[src/rtl/insulation_monitor_scan_sequencer_macros.svh]
// ---------------------------------------------------------------------------
// Insulation monitor scan sequencer: assertion macros
// Shared concurrent assertion forms. Each expects clk and rst_n in scope.
// ---------------------------------------------------------------------------
`ifndef INSULATION_MONITOR_SCAN_SEQUENCER_MACROS_SVH
`define INSULATION_MONITOR_SCAN_SEQUENCER_MACROS_SVH
`ifndef SYNTHESIS
// Consequent must hold in the same cycle as the antecedent.
`define IMS_ASSERT_SAME(lbl, ante, cons) \
  lbl: assert property (@(posedge clk) disable iff (!rst_n) (ante) |-> (cons)) \
    else $error("ims assertion failed");
// Consequent must hold in the cycle after the antecedent.
`define IMS_ASSERT_NEXT(lbl, ante, cons) \
  lbl: assert property (@(posedge clk) disable iff (!rst_n) (ante) |=> (cons)) \
    else $error("ims assertion failed");
`else
`define IMS_ASSERT_SAME(lbl, ante, cons)
`define IMS_ASSERT_NEXT(lbl, ante, cons)
`endif
`endif

[src/rtl/ims_pkg.sv]
// ---------------------------------------------------------------------------
// Insulation monitor scan sequencer package
// Shared types, codes, constants and the sensor multiplexer table.
// ---------------------------------------------------------------------------
`default_nettype none

package ims_pkg;

  // Default parameter values.
  localparam int SamplesDefault = 12;
  localparam int MaxChanDefault = 42;

  // Configuration register indexes.
  localparam logic [1:0] CFG_BRANCH_COUNT = 2'd0;
  localparam logic [1:0] CFG_TEST_CHANNEL = 2'd1;

  // Sequencer phases of the scan.
  localparam logic [2:0] PH_OPEN   = 3'd1;
  localparam logic [2:0] PH_SELECT = 3'd2;
  localparam logic [2:0] PH_START  = 3'd3;
  localparam logic [2:0] PH_SETTLE = 3'd4;
  localparam logic [2:0] PH_SAMPLE = 3'd5;

  // Converter input selections.
  localparam logic [2:0] SEL_REF    = 3'd0;
  localparam logic [2:0] SEL_BUS    = 3'd1;
  localparam logic [2:0] SEL_BRANCH = 3'd5;

  // How a quotient turns into a result value.
  localparam logic [1:0] MODE_NONE = 2'd0;
  localparam logic [1:0] MODE_POS  = 2'd1;
  localparam logic [1:0] MODE_NEG  = 2'd2;
  localparam logic [1:0] MODE_CEIL = 2'd3;

  localparam logic signed [15:0] NoFault = 16'sd9999;

  // Divider operand widths.
  localparam int NumW = 23;
  localparam int DenW = 15;

  // Commands from the controller to the datapath.
  typedef struct packed {
    logic step;
    logic mul;
    logic prep;
    logic div_start;
    logic fix;
    logic second;
  } ims_cmd_t;

  // Status from the datapath to the controller.
  typedef struct packed {
    logic finish;
    logic div_done;
    logic two_beats;
  } ims_status_t;

  // Multiplexer drive byte for a branch channel.
  function automatic logic [7:0] mux_lookup(input logic [5:0] ch);
    logic [7:0] code;
    code = 8'hFF;
    case (ch)
      6'd3:  code = 8'hF0;  6'd4:  code = 8'hF4;  6'd5:  code = 8'hF2;  6'd6:  code = 8'hF6;
      6'd7:  code = 8'hF1;  6'd8:  code = 8'hF5;  6'd9:  code = 8'hF3;  6'd10: code = 8'hF7;
      6'd11: code = 8'hE8;  6'd12: code = 8'hEC;  6'd13: code = 8'hEA;  6'd14: code = 8'hEE;
      6'd15: code = 8'hE9;  6'd16: code = 8'hED;  6'd17: code = 8'hEB;  6'd18: code = 8'hEF;
      6'd19: code = 8'hD8;  6'd20: code = 8'hDC;  6'd21: code = 8'hDA;  6'd22: code = 8'hDE;
      6'd23: code = 8'hD9;  6'd24: code = 8'hDD;  6'd25: code = 8'hDB;  6'd26: code = 8'hDF;
      6'd27: code = 8'hB8;  6'd28: code = 8'hBC;  6'd29: code = 8'hBA;  6'd30: code = 8'hBE;
      6'd31: code = 8'hB9;  6'd32: code = 8'hBD;  6'd33: code = 8'hBB;  6'd34: code = 8'hBF;
      6'd35: code = 8'h78;  6'd36: code = 8'h7C;  6'd37: code = 8'h7A;  6'd38: code = 8'h7E;
      6'd39: code = 8'h79;  6'd40: code = 8'h7D;  6'd41: code = 8'h7B;  6'd42: code = 8'h7F;
      default: code = 8'hFF;
    endcase
    return code;
  endfunction

endpackage

`default_nettype wire

[src/rtl/ims_div.sv]
// ---------------------------------------------------------------------------
// Insulation monitor scan sequencer: divider
// Restoring unsigned divider, one quotient bit per cycle.
// ---------------------------------------------------------------------------
`default_nettype none
`include "insulation_monitor_scan_sequencer_macros.svh"

module ims_div import ims_pkg::*; (
  input  wire logic            clk,
  input  wire logic            rst_n,
  input  wire logic            start,
  input  wire logic [NumW-1:0] num,
  input  wire logic [DenW-1:0] den,
  output logic                 done,
  output logic [NumW-1:0]      quo,
  output logic                 rem_nz
);

  localparam logic [4:0] LastCnt = 5'(NumW - 1);

  logic            busy_r, busy_nxt;
  logic            done_r, done_nxt;
  logic [4:0]      cnt_r, cnt_nxt;
  logic [NumW-1:0] quo_r, quo_nxt;
  logic [DenW-1:0] rem_r, rem_nxt;
  logic [DenW:0]   trial;

  // One trial subtraction per cycle.
  always_comb begin
    busy_nxt = busy_r;
    done_nxt = 1'b0;
    cnt_nxt  = cnt_r;
    quo_nxt  = quo_r;
    rem_nxt  = rem_r;
    trial    = {rem_r, quo_r[NumW-1]};
    if (start) begin
      busy_nxt = 1'b1;
      cnt_nxt  = LastCnt;
      quo_nxt  = num;
      rem_nxt  = '0;
    end else if (busy_r) begin
      if (trial >= {1'b0, den}) begin
        rem_nxt = DenW'(trial - {1'b0, den});
        quo_nxt = {quo_r[NumW-2:0], 1'b1};
      end else begin
        rem_nxt = trial[DenW-1:0];
        quo_nxt = {quo_r[NumW-2:0], 1'b0};
      end
      cnt_nxt = cnt_r - 5'd1;
      if (cnt_r == '0) begin
        busy_nxt = 1'b0;
        done_nxt = 1'b1;
      end
    end
  end

  // Control state.
  always_ff @(posedge clk) begin
    if (!rst_n) begin
      busy_r <= 1'b0;
      done_r <= 1'b0;
      cnt_r  <= '0;
    end else begin
      busy_r <= busy_nxt;
      done_r <= done_nxt;
      cnt_r  <= cnt_nxt;
    end
  end

  // Quotient and remainder.
  always_ff @(posedge clk) begin
    quo_r <= quo_nxt;
    rem_r <= rem_nxt;
  end

  assign done   = done_r;
  assign quo    = quo_r;
  assign rem_nz = (rem_r != '0);

  `IMS_ASSERT_NEXT(a_div_finishes, busy_r && !start && cnt_r == '0, done_r && !busy_r)

endmodule

`default_nettype wire

[src/rtl/ims_ctrl.sv]
// ---------------------------------------------------------------------------
// Insulation monitor scan sequencer: controller
// Steps one tick through acceptance, measurement math when it completes a channel, and result beats.
// ---------------------------------------------------------------------------
`default_nettype none
`include "insulation_monitor_scan_sequencer_macros.svh"

module ims_ctrl import ims_pkg::*; (
  input  wire logic        clk,
  input  wire logic        rst_n,
  input  wire logic        in_tvalid,
  output logic             in_tready,
  output logic             out_tvalid,
  input  wire logic        out_tready,
  input  wire ims_status_t status,
  output ims_cmd_t         cmd
);

  localparam logic [2:0] ST_IDLE   = 3'd0;
  localparam logic [2:0] ST_MUL    = 3'd1;
  localparam logic [2:0] ST_PREP   = 3'd2;
  localparam logic [2:0] ST_DSTART = 3'd3;
  localparam logic [2:0] ST_DIV    = 3'd4;
  localparam logic [2:0] ST_FIX    = 3'd5;
  localparam logic [2:0] ST_OUT0   = 3'd6;
  localparam logic [2:0] ST_OUT1   = 3'd7;

  logic [2:0] state_r, state_nxt;

  // Next state and commands.
  always_comb begin
    state_nxt     = state_r;
    cmd           = '0;
    in_tready     = 1'b0;
    out_tvalid    = 1'b0;
    unique case (state_r)
      ST_IDLE: begin
        in_tready = 1'b1;
        if (in_tvalid) begin
          cmd.step  = 1'b1;
          state_nxt = status.finish ? ST_MUL : ST_OUT0;
        end
      end
      ST_MUL: begin
        cmd.mul   = 1'b1;
        state_nxt = ST_PREP;
      end
      ST_PREP: begin
        cmd.prep  = 1'b1;
        state_nxt = ST_DSTART;
      end
      ST_DSTART: begin
        cmd.div_start = 1'b1;
        state_nxt     = ST_DIV;
      end
      ST_DIV: begin
        if (status.div_done) begin
          state_nxt = ST_FIX;
        end
      end
      ST_FIX: begin
        cmd.fix   = 1'b1;
        state_nxt = ST_OUT0;
      end
      ST_OUT0: begin
        out_tvalid = 1'b1;
        if (out_tready) begin
          state_nxt = status.two_beats ? ST_OUT1 : ST_IDLE;
        end
      end
      ST_OUT1: begin
        out_tvalid = 1'b1;
        cmd.second = 1'b1;
        if (out_tready) begin
          state_nxt = ST_IDLE;
        end
      end
      default: state_nxt = ST_IDLE;
    endcase
  end

  always_ff @(posedge clk) begin
    if (!rst_n) begin
      state_r <= ST_IDLE;
    end else begin
      state_r <= state_nxt;
    end
  end

  `IMS_ASSERT_SAME(a_out_blocks_in, out_tvalid, !in_tready)
  `IMS_ASSERT_NEXT(a_plain_tick_beat, in_tvalid && in_tready && !status.finish, out_tvalid)
  `IMS_ASSERT_SAME(a_second_beat_pair, state_r == ST_OUT1, status.two_beats)

endmodule

`default_nettype wire

[src/rtl/ims_datapath.sv]
// ---------------------------------------------------------------------------
// Insulation monitor scan sequencer: datapath
// Scan state, sample accumulation, voltage and resistance arithmetic.
// ---------------------------------------------------------------------------
`default_nettype none

module ims_datapath import ims_pkg::*; #(
  parameter int SAMPLES_PER_CHANNEL = SamplesDefault,
  parameter int MAX_CHANNEL         = MaxChanDefault
) (
  input  wire logic        clk,
  input  wire logic        rst_n,
  input  wire logic        cfg_valid,
  input  wire logic [1:0]  cfg_index,
  input  wire logic [5:0]  cfg_data,
  input  wire logic        in_tuser,
  input  wire logic [15:0] in_tdata,
  input  wire ims_cmd_t    cmd,
  output ims_status_t      status,
  output logic [39:0]      out_tdata,
  output logic             out_tuser,
  output logic             out_tlast
);

  localparam logic [3:0] Spc    = 4'(SAMPLES_PER_CHANNEL);
  localparam logic [5:0] MaxCh  = 6'(MAX_CHANNEL);
  localparam logic [5:0] WrapAt = 6'(MAX_CHANNEL - 2);

  // Configuration and control state.
  logic [5:0] branch_count_r, test_r;
  logic [2:0] phase_r, phase_nxt;
  logic [1:0] wait_r, wait_nxt;
  logic [3:0] count_r, count_nxt;
  logic [5:0] idx_r, idx_nxt;
  logic [7:0] mux_r, mux_nxt;
  logic [2:0] sel_r, sel_nxt;
  logic       start_r, start_nxt;
  logic       valid_r, valid_nxt;
  logic       two_r, two_nxt;
  logic [12:0] pos_r, pos_nxt;
  logic [12:0] neg_r, neg_nxt;
  logic signed [15:0] bus_r, bus_nxt;

  // Payload registers.
  logic [14:0] sum_r, sum_nxt;
  logic [9:0]  max_r, max_nxt, min_r, min_nxt;
  logic [13:0] kept_r, kept_nxt;
  logic [12:0] v_r, v_nxt;
  logic [1:0]  mode_r, mode_nxt;
  logic [NumW-1:0] num_r, num_nxt;
  logic [DenW-1:0] den_r, den_nxt;
  logic [5:0]  slot0_r, slot0_nxt;
  logic signed [15:0] val0_r, val0_nxt, val1_r, val1_nxt;

  // Combinational helpers.
  logic [9:0]  smp;
  logic [5:0]  lim, idx_sel, idx_base;
  logic [31:0] recip_prod;
  logic signed [15:0] d;
  logic [12:0] absd, m;
  logic [13:0] vsum;
  logic [9:0]  thr, half;
  logic        fault, d_pos, d_neg;
  logic signed [14:0] diff;
  logic [12:0] mul_a;
  logic [9:0]  mul_k;
  logic [NumW-1:0] prod;
  logic signed [24:0] nsig;
  logic signed [15:0] res;
  logic        div_done, rem_nz;
  logic [NumW-1:0] quo;

  assign smp = in_tdata[9:0];

  // Channel wrap limit and the channel chosen at selection time.
  assign lim     = (branch_count_r > WrapAt) ? MaxCh : 6'(branch_count_r + 6'd2);
  assign idx_sel = (idx_r > lim) ? '0 : idx_r;

  // Voltage: floor(kept * 3 / 5) as a multiply by a scaled reciprocal.
  assign recip_prod = 32'(kept_r) * 32'd157287;

  // Branch deviation, its threshold and the fault decision.
  assign d     = $signed({2'b00, kept_r}) - 16'sd5120;
  assign absd  = d[15] ? 13'(-d) : 13'(d);
  assign m     = 13'(-d);
  assign vsum  = {1'b0, pos_r} + {1'b0, neg_r};
  assign thr   = (vsum < 14'd1650) ? 10'd375 : 10'd750;
  assign half  = {1'b0, thr[9:1]};
  assign fault = ((idx_r != 6'd2) && (bus_r != NoFault)) ||
                 ((absd <= 13'd4120) && (absd >= 13'(thr)));
  assign d_pos = d > $signed({6'b0, half});
  assign d_neg = d < -$signed({6'b0, half});

  // Bus difference and the one shared scaling multiplier.
  assign diff  = $signed({2'b00, pos_r}) - $signed({2'b00, v_r});
  assign mul_a = (idx_r == 6'd1) ? ((diff > 15'sd0) ? v_r : pos_r) : (d_pos ? pos_r : neg_r);
  assign mul_k = (idx_r == 6'd1) ? 10'd470 : 10'd1000;
  assign prod  = NumW'(mul_a) * NumW'(mul_k);
  assign nsig  = $signed({12'b0, m}) - $signed({2'b00, prod});

  // Quotient to signed result.
  always_comb begin
    res = NoFault;
    unique case (mode_r)
      MODE_NONE: res = NoFault;
      MODE_POS:  res = $signed(quo[15:0]);
      MODE_NEG:  res = $signed(16'(-quo[15:0]));
      MODE_CEIL: res = $signed(16'(-(quo[15:0] + 16'(rem_nz))));
      default:   res = NoFault;
    endcase
  end

  // Next-state logic for a tick and for the finishing steps.
  always_comb begin
    phase_nxt = phase_r;  wait_nxt  = wait_r;   count_nxt = count_r;
    idx_nxt   = idx_r;    mux_nxt   = mux_r;    sel_nxt   = sel_r;
    start_nxt = start_r;  valid_nxt = valid_r;  two_nxt   = two_r;
    pos_nxt   = pos_r;    neg_nxt   = neg_r;    bus_nxt   = bus_r;
    sum_nxt   = sum_r;    max_nxt   = max_r;    min_nxt   = min_r;
    kept_nxt  = kept_r;   v_nxt     = v_r;      mode_nxt  = mode_r;
    num_nxt   = num_r;    den_nxt   = den_r;    slot0_nxt = slot0_r;
    val0_nxt  = val0_r;   val1_nxt  = val1_r;
    idx_base  = (idx_r == 6'd1) ? 6'd2 : idx_r;

    if (cmd.step) begin
      start_nxt = 1'b0;
      valid_nxt = 1'b0;
      two_nxt   = 1'b0;
      slot0_nxt = '0;
      val0_nxt  = '0;
      unique case (phase_r)
        PH_OPEN: begin
          if (test_r == '0) begin
            mux_nxt = 8'hFF;
          end
          phase_nxt = PH_SELECT;
          wait_nxt  = '0;
        end
        PH_SELECT: begin
          if (wait_r == 2'd3) begin
            if (test_r != '0 || mux_r == 8'hFF) begin
              idx_nxt = idx_sel;
              if (idx_sel >= 6'd3) begin
                mux_nxt = mux_lookup(idx_sel);
              end
              sel_nxt   = (idx_sel == 6'd0) ? SEL_REF :
                          (idx_sel == 6'd1) ? SEL_BUS : SEL_BRANCH;
              phase_nxt = PH_START;
            end else begin
              phase_nxt = PH_OPEN;
            end
            wait_nxt = '0;
          end else begin
            wait_nxt = wait_r + 2'd1;
          end
        end
        PH_START: begin
          if (wait_r >= 2'd2) begin
            start_nxt = 1'b1;
            phase_nxt = PH_SETTLE;
            wait_nxt  = '0;
          end else begin
            wait_nxt = wait_r + 2'd1;
          end
        end
        PH_SETTLE: begin
          if (wait_r >= 2'd2) begin
            phase_nxt = PH_SAMPLE;
            wait_nxt  = '0;
          end else begin
            wait_nxt = wait_r + 2'd1;
          end
        end
        PH_SAMPLE: begin
          if (in_tuser) begin
            if (count_r == '0) begin
              sum_nxt   = 15'(smp);
              max_nxt   = smp;
              min_nxt   = smp;
              count_nxt = 4'd1;
              start_nxt = 1'b1;
            end else if (count_r < Spc) begin
              if (smp > max_r) max_nxt = smp;
              if (smp < min_r) min_nxt = smp;
              sum_nxt   = 15'(sum_r + 15'(smp));
              count_nxt = count_r + 4'd1;
              start_nxt = 1'b1;
            end else begin
              kept_nxt  = 14'(sum_r - 15'(max_r) - 15'(min_r));
              phase_nxt = PH_OPEN;
              count_nxt = '0;
            end
          end
        end
        default: phase_nxt = PH_OPEN;
      endcase
    end

    if (cmd.mul) begin
      v_nxt = recip_prod[30:18];
    end

    // Divider operands and how to read the quotient.
    if (cmd.prep) begin
      mode_nxt = MODE_NONE;
      num_nxt  = '0;
      den_nxt  = DenW'(1);
      if (idx_r == 6'd0) begin
        mode_nxt = MODE_NONE;
      end else if (idx_r == 6'd1) begin
        if (diff > 15'sd100) begin
          mode_nxt = MODE_NEG;
          num_nxt  = prod;
          den_nxt  = DenW'(diff);
        end else if (diff < -15'sd100) begin
          mode_nxt = MODE_POS;
          num_nxt  = prod;
          den_nxt  = DenW'(-diff);
        end
      end else if (fault && d_pos) begin
        mode_nxt = MODE_POS;
        num_nxt  = NumW'(prod + NumW'(d));
        den_nxt  = {d[13:0], 1'b0};
      end else if (fault && d_neg) begin
        den_nxt = {1'b0, m, 1'b0};
        if (nsig[24]) begin
          mode_nxt = MODE_CEIL;
          num_nxt  = NumW'(-nsig);
        end else begin
          mode_nxt = MODE_POS;
          num_nxt  = NumW'(nsig);
        end
      end
    end

    // Store measurements, build result beats, move to the next channel.
    if (cmd.fix) begin
      valid_nxt = 1'b1;
      if (idx_r == 6'd0) begin
        pos_nxt   = v_r;
        val0_nxt  = $signed({3'b000, v_r});
        slot0_nxt = 6'd0;
      end else if (idx_r == 6'd1) begin
        neg_nxt   = v_r;
        bus_nxt   = res;
        val0_nxt  = $signed({3'b000, v_r});
        slot0_nxt = 6'd1;
        val1_nxt  = res;
        two_nxt   = 1'b1;
      end else begin
        val0_nxt  = res;
        slot0_nxt = idx_r;
        if (idx_r == 6'd2) begin
          bus_nxt = res;
        end
      end
      idx_nxt = (test_r == '0) ? 6'(idx_base + 6'd1) : test_r;
    end
  end

  // Configuration registers.
  always_ff @(posedge clk) begin
    if (!rst_n) begin
      branch_count_r <= 6'd40;
      test_r         <= '0;
    end else if (cfg_valid) begin
      if (cfg_index == CFG_BRANCH_COUNT) branch_count_r <= cfg_data;
      if (cfg_index == CFG_TEST_CHANNEL) test_r <= cfg_data;
    end
  end

  // Scan state.
  always_ff @(posedge clk) begin
    if (!rst_n) begin
      phase_r <= '0;
      wait_r  <= '0;
      count_r <= '0;
      idx_r   <= '0;
      mux_r   <= 8'hFF;
      sel_r   <= SEL_REF;
      start_r <= 1'b0;
      valid_r <= 1'b0;
      two_r   <= 1'b0;
      pos_r   <= '0;
      neg_r   <= '0;
      bus_r   <= '0;
    end else begin
      phase_r <= phase_nxt;
      wait_r  <= wait_nxt;
      count_r <= count_nxt;
      idx_r   <= idx_nxt;
      mux_r   <= mux_nxt;
      sel_r   <= sel_nxt;
      start_r <= start_nxt;
      valid_r <= valid_nxt;
      two_r   <= two_nxt;
      pos_r   <= pos_nxt;
      neg_r   <= neg_nxt;
      bus_r   <= bus_nxt;
    end
  end

  // Arithmetic and result payload.
  always_ff @(posedge clk) begin
    sum_r   <= sum_nxt;
    max_r   <= max_nxt;
    min_r   <= min_nxt;
    kept_r  <= kept_nxt;
    v_r     <= v_nxt;
    mode_r  <= mode_nxt;
    num_r   <= num_nxt;
    den_r   <= den_nxt;
    slot0_r <= slot0_nxt;
    val0_r  <= val0_nxt;
    val1_r  <= val1_nxt;
  end

  ims_div u_div (
    .clk    (clk),
    .rst_n  (rst_n),
    .start  (cmd.div_start),
    .num    (num_r),
    .den    (den_r),
    .done   (div_done),
    .quo    (quo),
    .rem_nz (rem_nz)
  );

  assign status.finish    = (phase_r == PH_SAMPLE) && in_tuser && (count_r >= Spc);
  assign status.div_done  = div_done;
  assign status.two_beats = two_r;

  // Result beat: the second beat carries the bus resistance.
  assign out_tdata = {6'b0,
                      cmd.second ? val1_r : val0_r,
                      cmd.second ? 6'd2 : slot0_r,
                      cmd.second ? 1'b0 : start_r,
                      sel_r,
                      mux_r};
  assign out_tuser = valid_r;
  assign out_tlast = cmd.second | ~two_r;

endmodule

`default_nettype wire

[src/rtl/insulation_monitor_scan_sequencer.sv]
// ---------------------------------------------------------------------------
// Insulation monitor scan sequencer
// Scans bus and branch sensors tick by tick and reports measurements.
// ---------------------------------------------------------------------------
// One input beat is one timer tick. An ordinary tick's single result beat
// is offered in the cycle after the tick is accepted, and it waits there
// for out_tready. The tick that completes a channel runs the measurement
// math before its first result beat: a reciprocal multiply, operand setup
// and a restoring divide; channel 1 then gives a second beat with the bus
// insulation resistance. in_tready is high only while no tick is in
// progress. Configuration writes are always accepted and take effect at once.
`default_nettype none

module insulation_monitor_scan_sequencer import ims_pkg::*; #(
  parameter int SAMPLES_PER_CHANNEL = SamplesDefault,
  parameter int MAX_CHANNEL         = MaxChanDefault
) (
  input  wire logic        clk,
  input  wire logic        rst_n,
  // Configuration write channel.
  input  wire logic        cfg_valid,
  output logic             cfg_ready,
  input  wire logic [1:0]  cfg_index,
  input  wire logic [5:0]  cfg_data,
  // Tick input.
  input  wire logic        in_tvalid,
  output logic             in_tready,
  input  wire logic [15:0] in_tdata,   // [9:0] sample, [15:10] zero
  input  wire logic        in_tuser,   // [0] conversion_done
  // Result output.
  output logic             out_tvalid,
  input  wire logic        out_tready,
  // [7:0] mux_code, [10:8] adc_select, [11] start_conversion,
  // [17:12] value_channel, [33:18] value, [39:34] zero
  output logic [39:0]      out_tdata,
  output logic             out_tuser,  // [0] value_valid
  output logic             out_tlast
);

  ims_cmd_t    cmd;
  ims_status_t status;

  assign cfg_ready = 1'b1;

  ims_ctrl u_ctrl (
    .clk        (clk),
    .rst_n      (rst_n),
    .in_tvalid  (in_tvalid),
    .in_tready  (in_tready),
    .out_tvalid (out_tvalid),
    .out_tready (out_tready),
    .status     (status),
    .cmd        (cmd)
  );

  ims_datapath #(
    .SAMPLES_PER_CHANNEL (SAMPLES_PER_CHANNEL),
    .MAX_CHANNEL         (MAX_CHANNEL)
  ) u_datapath (
    .clk       (clk),
    .rst_n     (rst_n),
    .cfg_valid (cfg_valid),
    .cfg_index (cfg_index),
    .cfg_data  (cfg_data),
    .in_tuser  (in_tuser),
    .in_tdata  (in_tdata),
    .cmd       (cmd),
    .status    (status),
    .out_tdata (out_tdata),
    .out_tuser (out_tuser),
    .out_tlast (out_tlast)
  );

endmodule

`default_nettype wire
[config.mk]
export PLATFORM = sky130hd
export DESIGN_NAME = insulation_monitor_scan_sequencer
export DESIGN_NICKNAME = d
export VERILOG_FILES = /design/src/rtl/ims_pkg.sv /design/src/rtl/ims_div.sv /design/src/rtl/ims_ctrl.sv /design/src/rtl/ims_datapath.sv /design/src/rtl/insulation_monitor_scan_sequencer.sv
export VERILOG_INCLUDE_DIRS = /design/src /design/src/rtl
export SDC_FILE = /design/constraint.sdc
export NUM_CORES = 1
export LEC_CHECK = 0
export ABC_AREA = 0
export BUFFER_PORTS_ARGS = -buffer_cell sky130_fd_sc_hd__buf_2
export CAP_MARGIN = 15
export CORE_MARGIN = 2
export CORE_UTILIZATION = 55
export DETAILED_ROUTE_END_ITERATION = 8
export PLACE_DENSITY = 0.81
export SYNTH_ARGS = -nofsm -noshare
export SYNTH_HDL_FRONTEND = slang
export SYNTH_HIERARCHICAL = 1
export SYNTH_SLANG_ARGS = --single-unit
export TNS_END_PERCENT = 100
[constraint.sdc]
create_clock -name clk -period 16.4 [get_ports clk]
set_clock_uncertainty 0.2 [all_clocks]
set_input_delay 4.92 -clock clk [delete_from_list [all_inputs] [get_ports clk]]
set_output_delay 4.92 -clock clk [all_outputs]
set_load 0.05 [all_outputs]
# Yosys cells after proc, flatten, opt, wreduce, memory -nomap -nowiden
# Memories as Yosys holds them, arrays and structs flattened.
# Cells that the tools add are included.
[word_totals]
out_inout_bits = 45
inputBits = 30
romBits = 512
wordCells = 277
mem_count = 1
reg_bits = 271
[classes]
n_eq_ne = 36
mux = 111
mul = 2
bitwise_logic = 7
n_lt_le_gt_ge = 17
n_addsub = 21
n_reduce_logical = 49
[mem_list]
columns = ["name", "words", "word_bits", "read_ports", "rd_ports_with_merged_regs", "write_ports", "line_no", "rtl"]
rows = [
  ["(no name shown)", 64, 8, 1, 0, 0, "ims_pkg.sv:62", "case (ch)"],
]
[op_table]
columns = ["op", "n"]
rows = [
  ["$mux W23", 8],
  ["$mux W16", 7],
  ["$mux W10", 9],
  ["$mux W15", 6],
  ["$mux W6", 14],
  ["$pmux W16 S4", 1],
  ["$mux W13", 4],
  ["$mux W3", 14],
  ["$mux W8", 4],
  ["$neg A16 Y16", 2],
  ["$mul A14 B18 Y31 const B", 1],
  ["$sub A14 B10 Y14", 2],
  ["$mux W1", 26],
  ["$pmux W3 S8", 1],
  ["$sub A13 B23 Y24", 1],
  ["$add A23 B23 Y23", 1],
  ["$mul A13 B10 Y23", 1],
  ["$neg A23 Y23", 1],
  ["$reduce_bool A2 Y1", 10],
  ["$eq A3 B3 Y1 const B", 6],
  ["$logic_not A6 Y1", 3],
  ["$add A16 B1 Y16", 1],
  ["$ge A16 B15 Y1", 1],
  ["$lt A15 B16 Y1", 1],
  ["other kinds (66)", 118],
]

# Depth between registers and ports, before layout
# Gate-level depths: netlist of the first run.
[logic_depth]
ltp_word = 13
depth_mapped = 53
ltp_nobuf = 51

# By module
# The synthesis of the first run kept the hierarchy.
[by_module_without_submodules]
columns = ["module", "seq_area_each_um2", "cells_per_inst", "area_each_um2", "instances"]
rows = [
  ["ims_datapath", 5815.6, 2794, 24984.0, 1],
  ["ims_div", 1131.1, 284, 2845.2, 1],
  ["ims_ctrl", 60.1, 34, 270.3, 1],
  ["insulation_monitor_scan_sequencer", 0.0, 2, 11.3, 1],
]

# Worst setup path before layout of the first run
# No wires, ideal clock.
[synth_timing]
path_type = "flip-flop to flip-flop"
start = "register u_datapath.pos_r[1]"
end = "register u_datapath.num_r[10] (data pin)"
setup_ps = 275
t_required_ps = 15925
n_path_buf = 3
synth_period_minus_slack_ps = 12175
slack_ps = 4225
path_stages_with_launch = 45
arrival_ps = 11700
path_cell_list = "dfxtp_1 -> ha_1 -> a31o_2 -> a21oi_1 -> o21bai_1 -> a21oi_1 -> o21ai_0 -> o41ai_1 -> and3b_1 -> nor3_1 -> nor3_1 -> a2111oi_0 -> ha_1 -> o21ai_0 -> a21oi_1 -> o31a_1 -> o21ai_0 -> a41oi_1 -> [... 9 more ...] -> ha_1 -> ha_1 -> o21a_1 -> o31a_1 -> a21oi_1 -> inv_1 -> ha_1 -> clkbuf_1 -> nand4_1 -> a21oi_1 -> o22ai_1 -> or3_4 -> or2_4 -> a2111oi_4 -> buf_2 -> a21oi_1 -> xnor2_1 -> o221ai_1"
[synth_via]
elab_chain_len = 13
elab_cells_between_ends = 28
classes_between = "add/sub (6); mul (1); order compare (7); mux (10); reduce/logical (4)"
[synth_rtl]
columns = ["item", "line_no", "rtl"]
rows = [
  ["start, declared", "ims_datapath.sv:40", "logic [12:0] pos_r, pos_nxt;"],
  ["start signal, assigned", "ims_datapath.sv:297", "pos_r <= pos_nxt;"],
  ["$add A13 B13 Y14", "ims_datapath.sv:86", "assign vsum = {1'b0, pos_r} + {1'b0, neg_r};"],
  ["$lt A14 B11 Y1", "ims_datapath.sv:87", "assign thr = (vsum < 14'd1650) ? 10'd375 : 10'd750;"],
  ["$mux W10", "ims_datapath.sv:87", ""],
  ["$gt A15 B10 Y1", "ims_datapath.sv:91", "assign d_pos = d > $signed({6'b0, half});"],
  ["$mux W13 (2 in a row)", "ims_datapath.sv:96", "assign mul_a = (idx_r == 6'd1) ? ((diff > 15'sd0) ? v_r : pos_r) : (d_pos ? pos_r : neg_r);"],
  ["$mul A13 B10 Y23", "ims_datapath.sv:98", "assign prod = NumW'(mul_a) * NumW'(mul_k);"],
  ["$sub A13 B23 Y24", "ims_datapath.sv:99", "assign nsig = $signed({12'b0, m}) - $signed({2'b00, prod});"],
  ["$neg A23 Y23", "ims_datapath.sv:228", "num_nxt = NumW'(-nsig);"],
  ["$mux W23", "ims_datapath.sv:226", "if (nsig[24]) begin"],
  ["$mux W23", "ims_datapath.sv:224", "end else if (fault && d_neg) begin"],
  ["$mux W23", "ims_datapath.sv:220", "end else if (fault && d_pos) begin"],
  ["$mux W23 *", "ims_datapath.sv:210", "end else if (idx_r == 6'd1) begin"],
  ["end signal, assigned", "ims_datapath.sv:311", "num_r <= num_nxt;"],
  ["end, declared", "ims_datapath.sv:50", "logic [NumW-1:0] num_r, num_nxt;"],
]
# Mark *: on every way between the ends. The rest lies on a longest branch, timed or not.
# A chain may end at the register's enable or synchronous reset.

# Worst setup path after layout of the first run
[layout_timing]
start = "register u_datapath.pos_r[1]"
end = "register u_datapath.num_r[18] (data pin)"
# The elaborated chain is that of the path after synthesis.

==> impl_summary.txt, run 1 <==
----------------------------------------------------
[Placement]
  Final HPWL from detailed placement ... 54.5 mm
  Placement Setup Slack ... 2.95 ns
  Final weighted congestion in routability-driven placement ... 0.953
  Number of port buffers ... 60

[CTS]
  TritonCTS clock tree ... yes
  Post-CTS Hold Buffers ... 0
  Clock slew at the register clock pins of the worst setup and hold paths ... 0.07 ns
  H-tree lvl count ... 1
  CTS root buf ... sky130_fd_sc_hd__clkbuf_16
  Clock latency at the later pin of the worst-skew pair ... 0.60 ns
  Bufs on Longest Clock Path ... 3
  Number of post-CTS setup repair buffers ... 0
  Cts repair resizes ... 0
  CTS Buf Count ... 30
  Sinks on Clock Net ... 269

[Synthesis]
  Number of library cell types mapped by synthesis ... 117
  Parity-gate share of the synthesized area counting xor and xnor cells ... 5.72%
  Number of standard cells after synthesis ... 3114
  Area leader, netlist ... sky130_fd_sc_hd__edfxtp_1
  YS warnings ... 6
  Area fraction in compound gates after synthesis ... 17.0%
  Dominant combinational cell family by area after synthesis ... adder cells
  Proportion of netlist area held by the largest area contributor ... 17.3%
  Average cell area after synthesis ... 9.03 sq um
  Adder and majority gate portion of the synthesized area ... 27.5%
  Combined area of all synthesized cells ... 28100 sq um
  Sequential cell area fraction in the yosys report ... 24.9%
  Area share of and/or/nand/nor cells after synthesis ... 14.5%
  Synth area leaders ... sky130_fd_sc_hd__edfxtp_1, sky130_fd_sc_hd__ha_1, sky130_fd_sc_hd__fa_1
  Multiplexer share of the synthesized area ... 3.45%
  FFs w/ async S/R, synth ... 0%
  Post-synthesis sequential element count ... 269
  Prevailing post-synth register cell ... sky130_fd_sc_hd__edfxtp_1
  Post-synth EDFFs ... 162

[STA]
  Max Slew Vio Count ... 0
  Setup TNS Final ... 0 ns
  Final setup margin ... 2.66 ns
  Final worst hold slack ... 0.252 ns
  Endpoints failing hold ... 0
  Final Cycle Share ... 83.8%
  Highest clock frequency the design can meet ... 72.8 MHz
  Actual slew at the worst max-slew pin ... 1.14 ns
  RSZ-0062 raised after global routing ... no
  Min cycle time layout ... 13.74 ns
  Max-slew headroom at the worst pin ... 23.4%
  Number of endpoints failing setup at the final stage ... 0

[Global route]
  Pin count of the biggest net entering global routing ... 68
  Antenna violations before repair ... 0
  Via count of the first global-routing pass ... 22200
  Global-route wire length before repair ... 115 mm
  Remaining global-route overflow ... 0
  Global routing usage summed across all routing layers ... 26.6%

[Worst setup path]
  Max stage delay cell, worst path ... sky130_fd_sc_hd__a2111oi_4
  Type of element capturing the critical path ... register
  Source of the worst register-to-register timing path ... u_datapath/pos_r[1]$_SDFFE_PN0P_
  Largest fanout on the critical path ... 14
  CP Data Arrival Time ... 13.95 ns
  Setup slack of the worst register-to-register path ... 2.66 ns
  WP data required ... 16.62 ns
  Type of element launching the critical path ... register
  Endpoint of the worst register-to-register path ... u_datapath/num_r[18]$_SDFFCE_PP0P_
  Max incr delay on CP ... 0.81 ns
  R2R cell count ... 43
  Worst setup path category ... register to register

[Routing]
  Post-route antenna net violation count ... 0
  DR vias/cell ... 5.97
  Number of remaining DRC errors ... 0
  Detailed-route wire length ... 70.4 mm
  Detailed-routing iteration count for the pre-antenna-repair pass ... 6
  Vias ... 22800
  Average wire per standard cell ... 18.4 um
  Violation count after the first detailed-routing iteration ... 1920

[Die]
  I/O pins ... 75
  Die X ... 230 um
  Area of the placeable core ... 50300 sq um
  Effective utilization at floorplan ... 55.9%
  Die span in y ... 230 um
  Number of placement rows ... 82
  Overall die area ... 52900 sq um

[Worst hold path]
  Hold Crit Start ... u_datapath/bus_r[0]$_SDFFE_PN0P_
  Hold Path Sink ... u_datapath/bus_r[0]$_SDFFE_PN0P_
  Number of cells on the worst hold path ... 2
  Hold crit path type ... register to register

[Run status]
  Run status ... completed

[Layout]
  Layout filler cell count ... 4259
  Final net count ... 3679
  Share of post-route cells with drive strength above 1 ... 7.22%
  Layout-stage area growth over the synthesis result ... 6.52%

[Power and ir drop]
  Power per cell area ... 92.3 nW/um^2
  Static Leakage ... 13.7 nW
  Max rail drop VDD ... 0.105 mV

[Flow run]
  Number of maximum-capacitance violations ... 0

----------------------------------------------------
## critical path: cells and delay by family, from the launching register on
family	cells	cell delay [ns]
AO/OA/AOI/OAI	20	5.78
adder cells (fa/ha/maj)	9	3.82
AND/OR/NAND/NOR	10	2.37
flip-flops	1	0.57
multiplexers	1	0.46
buffers and inverters	3	0.30
## registers in the layout, summed over array words and instances, names as in the netlist, 14 cells and up
| register | flops |
|---|---|
| u_datapath/sum_r | 14 |
| u_datapath/den_r | 15 |
| u_datapath/u_div/rem_r | 15 |
| u_datapath/kept_r | 14 |
| u_datapath/num_r | 23 |
| u_datapath/val1_r | 16 |
| u_datapath/u_div/quo | 23 |
| u_datapath/bus_r | 16 |
| u_datapath/val0_r | 16 |
## how the worst max path moves through the flow
stage / startpoint / to / slack [ns] / cells past startpoint
2_1_floorplan: u_datapath/pos_r[1]$_SDFFE_PN0P_ / u_datapath/num_r[10]$_SDFFCE_PP0P_ / 4.23 / 44
3_3_place_gp: u_datapath/pos_r[1]$_SDFFE_PN0P_ / u_datapath/num_r[18]$_SDFFCE_PP0P_ / 3.02 / 42
3_5_place_dp: u_datapath/pos_r[1]$_SDFFE_PN0P_ / u_datapath/num_r[18]$_SDFFCE_PP0P_ / 2.95 / 42
4_1_cts: u_datapath/pos_r[1]$_SDFFE_PN0P_ / u_datapath/num_r[18]$_SDFFCE_PP0P_ / 2.83 / 42
5_1_grt: u_datapath/pos_r[1]$_SDFFE_PN0P_ / u_datapath/num_r[18]$_SDFFCE_PP0P_ / 1.79 / 42
6_report: u_datapath/pos_r[1]$_SDFFE_PN0P_ / u_datapath/num_r[18]$_SDFFCE_PP0P_ / 2.66 / 43
## synthesized netlist by cell type, drive strengths merged (12+ instances only)
cell type	instances
inv	390
ha	380
nand2	254
nor2	218
a21oi	191
edfxtp	162
fa	148
o21ai	138
xnor2	133
dfxtp	107
clkbuf	79
nor3	70
a211oi	52
xor2	49
mux2i	47
a21o	45
mux2	44
nand3	44
o21a	38
nand2b	36
nor2b	34
buf	28
and2	23
and3	23
a31oi	22
nor4	22
o211ai	22
or3	22
nand4	19
a21boi	17
or2	16
o221ai	15
a2111oi	13
a221o	13
o21bai	12
o31ai	12
## logic make-up after synthesis
kind of cell | after synthesis
other | 3
xor gates and xnor gates | 182
muxes | 91
DFF | 269
and+or+nand+nor | 835
buffers and inverters | 498
adders and majority gates | 528
AOI/OAI and AO/OA | 708
## per-stage QoR
step,utilization (%),power [mW],area [sq um],std cells
global placement,57.6,2.04,28900,3759
global route,59.6,2.92,29900,3817
CTS,59.5,2.75,29900,3815
detailed placement,57.6,2.06,28900,3759
finish,59.6,2.76,29900,3818
floorplan,-,1.80,28100,3121
## metal layers
layer / vias to the layer above / wire length, um / track usage [%]
li1: 11000 / - / -
met1: 10800 / 30600 / 36.3
met2: 831 / 32700 / 44.0
met3: 160 / 4710 / 3.36
met4: 0 / 2410 / 8.45
met5: - / 0 / 0
## layout by cell type (no fill, tap or decap), types with 42 or more instances in the layout
| master | instances |
|---|---|
| sky130_fd_sc_hd__o21ai_0 | 127 |
| sky130_fd_sc_hd__ha_1 | 380 |
| sky130_fd_sc_hd__edfxtp_1 | 162 |
| sky130_fd_sc_hd__nand2_1 | 254 |
| sky130_fd_sc_hd__buf_2 | 61 |
| sky130_fd_sc_hd__mux2_2 | 42 |
| sky130_fd_sc_hd__xor2_1 | 49 |
| sky130_fd_sc_hd__dfxtp_1 | 107 |
| sky130_fd_sc_hd__nor3_1 | 68 |
| sky130_fd_sc_hd__mux2i_1 | 47 |
| sky130_fd_sc_hd__a21oi_1 | 190 |
| sky130_fd_sc_hd__inv_1 | 387 |
| sky130_fd_sc_hd__nor2_1 | 217 |
| sky130_fd_sc_hd__fa_1 | 148 |
| sky130_fd_sc_hd__xnor2_1 | 131 |
| sky130_fd_sc_hd__a21o_1 | 44 |
| sky130_fd_sc_hd__a211oi_1 | 51 |
| sky130_fd_sc_hd__nand3_1 | 42 |
## final cells by class
type | count | area, sq um | area share, %
inverters | 391 | 1470 | 4.90
repair buffers | 75 | 414 | 1.38
well taps | 672 | 841 | 2.81
multi-input cells | 2354 | 19200 | 64.2
flip-flops and latches | 269 | 7010 | 23.4
clock inverters | 21 | 213 | 0.710
clock buffers | 35 | 779 | 2.60
diodes | 1 | 2.50 | 0.00836
## power breakdown
part           leakage (nW)  switching, mW  internal (mW)
Combinational          10.8          0.739          0.421
Sequential             2.36         0.0895          0.830
Clock                 0.481          0.307          0.378
Total                  13.7           1.14           1.63
Power figures use the tool's default switching activity.
==> inputs of run 2 (changes only) <==
--- a/config.mk
+++ b/config.mk
@@ -12,7 +12,7 @@
 export CORE_MARGIN = 2
 export CORE_UTILIZATION = 55
 export DETAILED_ROUTE_END_ITERATION = 8
-export PLACE_DENSITY = 0.81
+export PLACE_DENSITY = 0.83
 export SYNTH_ARGS = -nofsm -noshare
 export SYNTH_HDL_FRONTEND = slang
 export SYNTH_HIERARCHICAL = 1
==> constraint.sdc (replaced) <==
create_clock -name clk -period 11.7 [get_ports clk]
set_clock_uncertainty 0.2 [all_clocks]
set_input_delay 3.51 -clock clk [delete_from_list [all_inputs] [get_ports clk]]
set_output_delay 3.51 -clock clk [all_outputs]
set_load 0.05 [all_outputs]
==> impl_summary.txt, run 2 (synthesis gave the netlist of run 1 again) <==
----------------------------------------------------
[Run status]
  Run status ... completed

[Routing]
  Violation count after the first detailed-routing iteration ... 2184 (+14%)
  Average wire per standard cell ... 18.5 um (about the same)
  Detailed-route wire length ... 72.0 mm (+2.3%)
  DR vias/cell ... 6.01 (+0.69%)
  Detailed-routing iteration count for the pre-antenna-repair pass ... 6 (unchanged)
  Post-route antenna net violation count ... 0 (unchanged)
  Vias ... 23500 (+2.9%)
  Number of remaining DRC errors ... 0 (unchanged)

[Layout]
  Share of post-route cells with drive strength above 1 ... 11.2% (+4.0 points)
  Finished Cell Area ... 30900 sq um (+3.3%)
  Total inserted antenna cells ... 0 (-1)
  Most common library cell in the layout ignoring fill and taps ... sky130_fd_sc_hd__inv_1
  Post-layout util ... 61.6% (+2.0 points)
  Layout-stage area growth over the synthesis result ... 10.1%
  Final net count ... 3764 (+2.3%)
  Most used cells in the layout excluding fill and tap cells ... sky130_fd_sc_hd__inv_1, sky130_fd_sc_hd__ha_1, sky130_fd_sc_hd__nand2_1

[STA]
  Endpoints failing hold ... 0 (unchanged)
  Number of endpoints failing setup at the final stage ... 0 (unchanged)
  Max-slew headroom at the worst pin ... 25.2% (+1.8 points)
  Max Slew Vio Count ... 0 (unchanged)
  Final Cycle Share ... 98.1% (+14 points)
  Min cycle time layout ... 11.48 ns (-2.25 ns)
  Actual slew at the worst max-slew pin ... 1.12 ns (-0.0265 ns)
  Highest clock frequency the design can meet ... 87.1 MHz (+20%)
  Setup TNS Final ... 0 ns (unchanged)

[Global route]
  Via count of the first global-routing pass ... 22700 (+1.9%)
  Antenna violations before repair ... 0 (unchanged)
  Global-route wire length before repair ... 116 mm (+0.80%)
  Pin count of the biggest net entering global routing ... 68 (unchanged)
  Global routing usage summed across all routing layers ... 26.7% (+0.12 points)
  Remaining global-route overflow ... 0 (unchanged)

[Worst hold path]
  Hold Path Sink ... u_datapath/bus_r[1]$_SDFFE_PN0P_
  Number of cells on the worst hold path ... 2 (unchanged)
  Hold crit path type ... register to register
  Hold Crit Start ... u_datapath/bus_r[1]$_SDFFE_PN0P_

[Worst setup path]
  Largest fanout on the critical path ... 6 (-8)
  Endpoint of the worst register-to-register path ... u_datapath/num_r[18]$_SDFFCE_PP0P_
  Max incr delay on CP ... 0.56 ns (-0.25 ns)
  CP Data Arrival Time ... 11.70 ns (-2.25 ns)
  Worst setup path category ... register to register
  Type of element launching the critical path ... register
  Family with the most delay on the worst path ... adder cells
  Max stage delay cell, worst path ... sky130_fd_sc_hd__a2111o_1
  Count of buffer and inverter cells on the critical path ... 12 (+9)
  R2R cell count ... 50 (+16%)
  Type of element capturing the critical path ... register
  Source of the worst register-to-register timing path ... u_datapath/pos_r[1]$_SDFFE_PN0P_
  Setup slack of the worst register-to-register path ... 0.22 ns (-2.45 ns)
  WP data required ... 11.92 ns (-4.70 ns)

[CTS]
  CTS Buf Count ... 31 (+3.3%)
  Clock slew at the register clock pins of the worst setup and hold paths ... 0.06 ns (about the same)
  Sinks on Clock Net ... 269 (unchanged)
  TritonCTS clock tree ... yes
  H-tree lvl count ... 1 (unchanged)
  Clock latency at the later pin of the worst-skew pair ... 0.61 ns (about the same)
  Post-CTS Hold Buffers ... 0 (unchanged)
  Bufs on Longest Clock Path ... 3 (unchanged)
  CTS root buf ... sky130_fd_sc_hd__clkbuf_16

[Die]
  Number of placement rows ... 82 (unchanged)
  Overall die area ... 52900 sq um (unchanged)
  Area of the placeable core ... 50300 sq um (unchanged)
  I/O pins ... 75 (unchanged)
  Die span in y ... 230 um (unchanged)
  Die X ... 230 um (unchanged)
  Effective utilization at floorplan ... 55.9% (unchanged)

[Flow run]
  Number of maximum-capacitance violations ... 0 (unchanged)

[Power and ir drop]
  Static Leakage ... 14.2 nW (+3.8%)
  Power per cell area ... 129 nW/um^2 (+39%)
  Max rail drop VDD ... 0.128 mV (+22%)

[Placement]
  Final HPWL from detailed placement ... 55.5 mm (+1.9%)
  DP Area ... 29500 sq um (+1.8%)
  Final weighted congestion in routability-driven placement ... 1.00 (+5.2%)
  Number of port buffers ... 60 (unchanged)

----------------------------------------------------
run 2: cell type report:
class | instances | area (sq um)
Clock inverter | 15 | 110
Fill cell | 4044 | 19300
Tap cell | 672 | 841
Inverter | 391 | 1470
Timing Repair Buffer | 159 | 1070
Multi-Input combinational cell | 2354 | 19500
Sequential cell | 269 | 7010
Clock buffer | 43 | 902
run 2: repair_timing:
item                                   CTS  global route
endpoints found under the hold margin    0             0
resized for setup                        5            64
setup endpoints to repair               16            23
pin swaps                                3            22
buffers inserted                         0            11
run 2: report_power, final:
part           total [mW]  internal, mW  switching [mW]
Clock               0.961         0.542           0.419
Combinational        1.73         0.662            1.06
Sequential           1.30          1.16           0.131
Total                3.98          2.37            1.61
run 2: worst max path at each step:
| stage | start | endpoint | slack [ns] | depth (start not counted) |
|---|---|---|---|---|
| final | u_datapath/pos_r[1]$_SDFFE_PN0P_ | u_datapath/num_r[18]$_SDFFCE_PP0P_ | 0.22 | 50 |
| after global routing | u_datapath/pos_r[1]$_SDFFE_PN0P_ | u_datapath/num_r[21]$_SDFFCE_PP0P_ | -0.44 | 49 |
| after CTS | u_datapath/pos_r[1]$_SDFFE_PN0P_ | u_datapath/num_r[22]$_SDFFCE_PP0P_ | 0.02 | 47 |
| after detailed placement | u_datapath/pos_r[1]$_SDFFE_PN0P_ | u_datapath/num_r[22]$_SDFFCE_PP0P_ | -0.13 | 47 |
| after global placement | u_datapath/pos_r[1]$_SDFFE_PN0P_ | u_datapath/num_r[5]$_SDFFCE_PP0P_ | 0.12 | 47 |
| after floorplan | u_datapath/pos_r[1]$_SDFFE_PN0P_ | u_datapath/num_r[10]$_SDFFCE_PP0P_ | 0.19 | 44 |
run 2: metal layers:
| metal | global-route usage [%] | wire length (um) | vias up |
|---|---|---|---|
| met3 | 3.10 | 4970 | 204 |
| met4 | 10.8 | 3170 | 0 |
| li1 | - | - | 11100 |
| met1 | 36.6 | 31000 | 11200 |
| met2 | 43.2 | 32900 | 920 |
| met5 | 0 | 0 | - |
run 2: tightest hold or removal path: cells and delay by family (launching register included):
family / cells / cell delay (ns)
compound gates: 1 / 0.05
simple gates: 1 / 0.05
flops: 1 / 0.31
run 2: per-stage QoR:
stage,power [mW],instances,hold WS [ns],worst slack (ns)
2_1_floorplan,2.52,3121,0.231,0.189
3_3_place_gp,2.90,3830,0.240,0.123
3_5_place_dp,2.94,3830,0.242,-0.126
4_1_cts,3.90,3888,0.252,0.0170
5_1_grt,4.19,3903,0.270,-0.441
6_report,3.98,3903,0.254,0.218
==> inputs of run 3 (changes only) <==
--- a/config.mk
+++ b/config.mk
@@ -12,7 +12,8 @@
 export CORE_MARGIN = 2
 export CORE_UTILIZATION = 55
 export DETAILED_ROUTE_END_ITERATION = 8
-export PLACE_DENSITY = 0.83
+export PLACE_DENSITY = 0.79
+export SKIP_CTS_REPAIR_TIMING = 1
 export SYNTH_ARGS = -nofsm -noshare
 export SYNTH_HDL_FRONTEND = slang
 export SYNTH_HIERARCHICAL = 1
==> impl_summary.txt, run 3 (synthesis gave the netlist of run 1 again) <==
----------------------------------------------------
[Run status]
  Run status ... completed

[Worst hold path]
  Hold crit path type ... register to register
  Number of cells on the worst hold path ... 2 (unchanged)
  Hold Path Sink ... u_datapath/bus_r[0]$_SDFFE_PN0P_
  Hold Crit Start ... u_datapath/bus_r[0]$_SDFFE_PN0P_

[Worst setup path]
  Type of element launching the critical path ... register
  Most frequent cell on the critical path ... sky130_fd_sc_hd__ha_1
  Setup slack of the worst register-to-register path ... 0.39 ns (+0.17 ns)
  Max incr delay on CP ... 0.73 ns (+0.17 ns)
  Endpoint of the worst register-to-register path ... u_datapath/num_r[16]$_SDFFCE_PP0P_
  R2R cell count ... 49 (-2.0%)
  WP data required ... 11.85 ns (-0.07 ns)
  Source of the worst register-to-register timing path ... u_datapath/pos_r[1]$_SDFFE_PN0P_
  Type of element capturing the critical path ... register
  Largest fanout on the critical path ... 13 (+7)
  Max stage delay cell, worst path ... sky130_fd_sc_hd__a2111oi_2
  Worst setup path category ... register to register
  CP Data Arrival Time ... 11.46 ns (-0.24 ns)

[Global route]
  Remaining global-route overflow ... 0 (unchanged)
  Global routing usage summed across all routing layers ... 26.7% (-0.076 points)
  Pin count of the biggest net entering global routing ... 68 (unchanged)
  Antenna violations before repair ... 2 (+2)
  Via count of the first global-routing pass ... 22100 (-2.6%)
  Global-route wire length before repair ... 115 mm (-0.73%)

[Power and ir drop]
  Logic pwr share ... 42.1% (-1.2 points)
  Static Leakage ... 14.1 nW (-0.50%)
  Power per cell area ... 131 nW/um^2 (+1.6%)
  Switching power total ... 1.60 mW (-0.90%)
  Net switching share of the total power ... 39.7% (-0.85 points)
  Internal power contribution ... 2.43 mW (+2.6%)
  Sequential share of power ... 32.1% (-0.4 points)
  Total power consumption of the routed design ... 4.03 mW (+1.2%)
  Max rail drop VDD ... 0.134 mV (+4.5%)
  Clock share of power ... 25.8% (+1.7 points)

[STA]
  Actual slew at the worst max-slew pin ... 1.14 ns (+0.0168 ns)
  Min cycle time layout ... 11.31 ns (-0.175 ns)
  Final Cycle Share ... 96.6% (-1.5 points)
  Number of endpoints failing setup at the final stage ... 0 (unchanged)
  Max Slew Vio Count ... 0 (unchanged)
  Final setup margin ... 0.393 ns (+0.175 ns)
  Endpoints failing hold ... 0 (unchanged)
  Highest clock frequency the design can meet ... 88.4 MHz (+1.5%)
  Max-slew headroom at the worst pin ... 24.1% (-1.1 points)

[Layout]
  Sequential cell area in the final layout ... 7010 sq um (unchanged)
  Most used cells in the layout excluding fill and tap cells ... sky130_fd_sc_hd__inv_1, sky130_fd_sc_hd__ha_1, sky130_fd_sc_hd__nand2_1
  Share of post-route cells with drive strength above 1 ... 10.7% (-0.52 points)
  Post-layout util ... 61.3% (-0.23 points)
  Most common library cell in the layout ignoring fill and taps ... sky130_fd_sc_hd__inv_1
  Final Non-Filler Cells ... 3883 (-0.51%)
  Finished Cell Area ... 30800 sq um (-0.37%)
  Area of combinational cells with multiple inputs ... 19500 sq um (-0.25%)
  Layout filler cell count ... 4236 (+4.7%)
  Layout-stage area growth over the synthesis result ... 9.67%
  Final net count ... 3744 (-0.53%)

[CTS]
  H-tree lvl count ... 1 (unchanged)
  Bufs on Longest Clock Path ... 3 (unchanged)
  Clock slew at the register clock pins of the worst setup and hold paths ... 0.07 ns (about the same)
  CTS Buf Count ... 30 (-3.2%)
  Sinks on Clock Net ... 269 (unchanged)
  CTS root buf ... sky130_fd_sc_hd__clkbuf_16
  Clock latency at the later pin of the worst-skew pair ... 0.61 ns (about the same)
  TritonCTS clock tree ... yes

[Die]
  Area of the placeable core ... 50300 sq um (unchanged)
  Overall die area ... 52900 sq um (unchanged)
  Number of placement rows ... 82 (unchanged)
  I/O pins ... 75 (unchanged)
  Die X ... 230 um (unchanged)
  Effective utilization at floorplan ... 55.9% (unchanged)
  Die span in y ... 230 um (unchanged)

[Routing]
  DR vias/cell ... 5.90 (-1.8%)
  Metal2 WL ... 33.4 mm (+1.5%)
  Wire length on met1 ... 31.2 mm (+0.82%)
  Detailed-route wire length ... 71.5 mm (-0.68%)
  Average wire per standard cell ... 18.4 um (-0.17%)
  Met3 WL post-DR ... 4.89 mm (-1.6%)
  Max layer used ... met5
  Number of remaining DRC errors ... 0 (unchanged)
  Violation count after the first detailed-routing iteration ... 2076 (-4.9%)
  Detailed-routing iteration count for the pre-antenna-repair pass ... 5 (-1)
  Vias ... 22900 (-2.3%)
  Post-route antenna net violation count ... 0 (unchanged)

[Placement]
  Placement Setup Slack ... -0.0123 ns (+0.114 ns)
  Final weighted congestion in routability-driven placement ... 0.959 (-4.4%)
  Placed cell count ... 3819 (-0.29%)
  Final HPWL from detailed placement ... 55.1 mm (-0.65%)
  Number of port buffers ... 60 (unchanged)
  DP Area ... 29400 sq um (-0.27%)

[Flow run]
  Number of maximum-capacitance violations ... 0 (unchanged)

----------------------------------------------------
-- run 3: cell count changes in the layout (fill, tap and decap cells not counted), sizes merged, moves of 2 or more --
| cell | delta |
|---|---|
| clkinvlp | +2 |
| clkbuf | -10 |
| inv | -2 |
| bufinv | +6 |
| buf | -18 |
-- run 3: power by group through the flow --
stage	clock [mW]	combinational [mW]	sequential [mW]
after floorplan	0	1.28	1.24
after global routing	1.09	1.86	1.30
after CTS	1.05	1.63	1.29
after detailed placement	0	1.62	1.31
final	1.04	1.70	1.29
after global placement	0	1.60	1.30
-- run 3: layout make-up --
class                      instances  share of cell area [%]
antenna                            1                 0.00812
clock buffer                      34                    2.55
clock inverter                    22                    1.00
inverter                         391                    4.76
multi-input combinational       2354                    63.2
sequential                       269                    22.7
tap                              672                    2.73
timing repair buffer             140                    3.00
-- run 3: critical path: cells and delay by family (launching register included) --
| family | cells | cell delay, ns |
|---|---|---|
| AOI/OAI and AO/OA | 20 | 4.12 |
| xor gates and xnor gates | 2 | 0.31 |
| adders and majority gates | 9 | 3.13 |
| muxes | 1 | 0.36 |
| DFF | 1 | 0.31 |
| and+or+nand+nor | 8 | 1.54 |
| buffers and inverters | 9 | 1.06 |
-- run 3: worst max path at each step --
stage,from,end
4_1_cts,u_datapath/pos_r[1]$_SDFFE_PN0P_,u_datapath/num_r[16]$_SDFFCE_PP0P_
2_1_floorplan,u_datapath/pos_r[1]$_SDFFE_PN0P_,u_datapath/num_r[10]$_SDFFCE_PP0P_
6_report,u_datapath/pos_r[1]$_SDFFE_PN0P_,u_datapath/num_r[16]$_SDFFCE_PP0P_
3_5_place_dp,u_datapath/pos_r[1]$_SDFFE_PN0P_,u_datapath/num_r[16]$_SDFFCE_PP0P_
3_3_place_gp,u_datapath/pos_r[1]$_SDFFE_PN0P_,u_datapath/num_r[16]$_SDFFCE_PP0P_
5_1_grt,u_datapath/pos_r[1]$_SDFFE_PN0P_,u_datapath/num_r[22]$_SDFFCE_PP0P_
-- run 3: per-layer routing --
metal  global-route usage, %  up-vias
met5                       0        -
met4                    7.52        2
met3                    2.98      131
met2                    43.8      790
met1                    37.3    10900
li1                        -    11100
-- run 3: stage by stage --
step | setup TNS [ns] | hold WS [ns]
after floorplan | 0 | 0.231
after global placement | 0 | 0.238
after detailed placement | -0.0123 | 0.243
after CTS | -0.362 | 0.251
after global routing | -0.336 | 0.285
final | 0 | 0.250
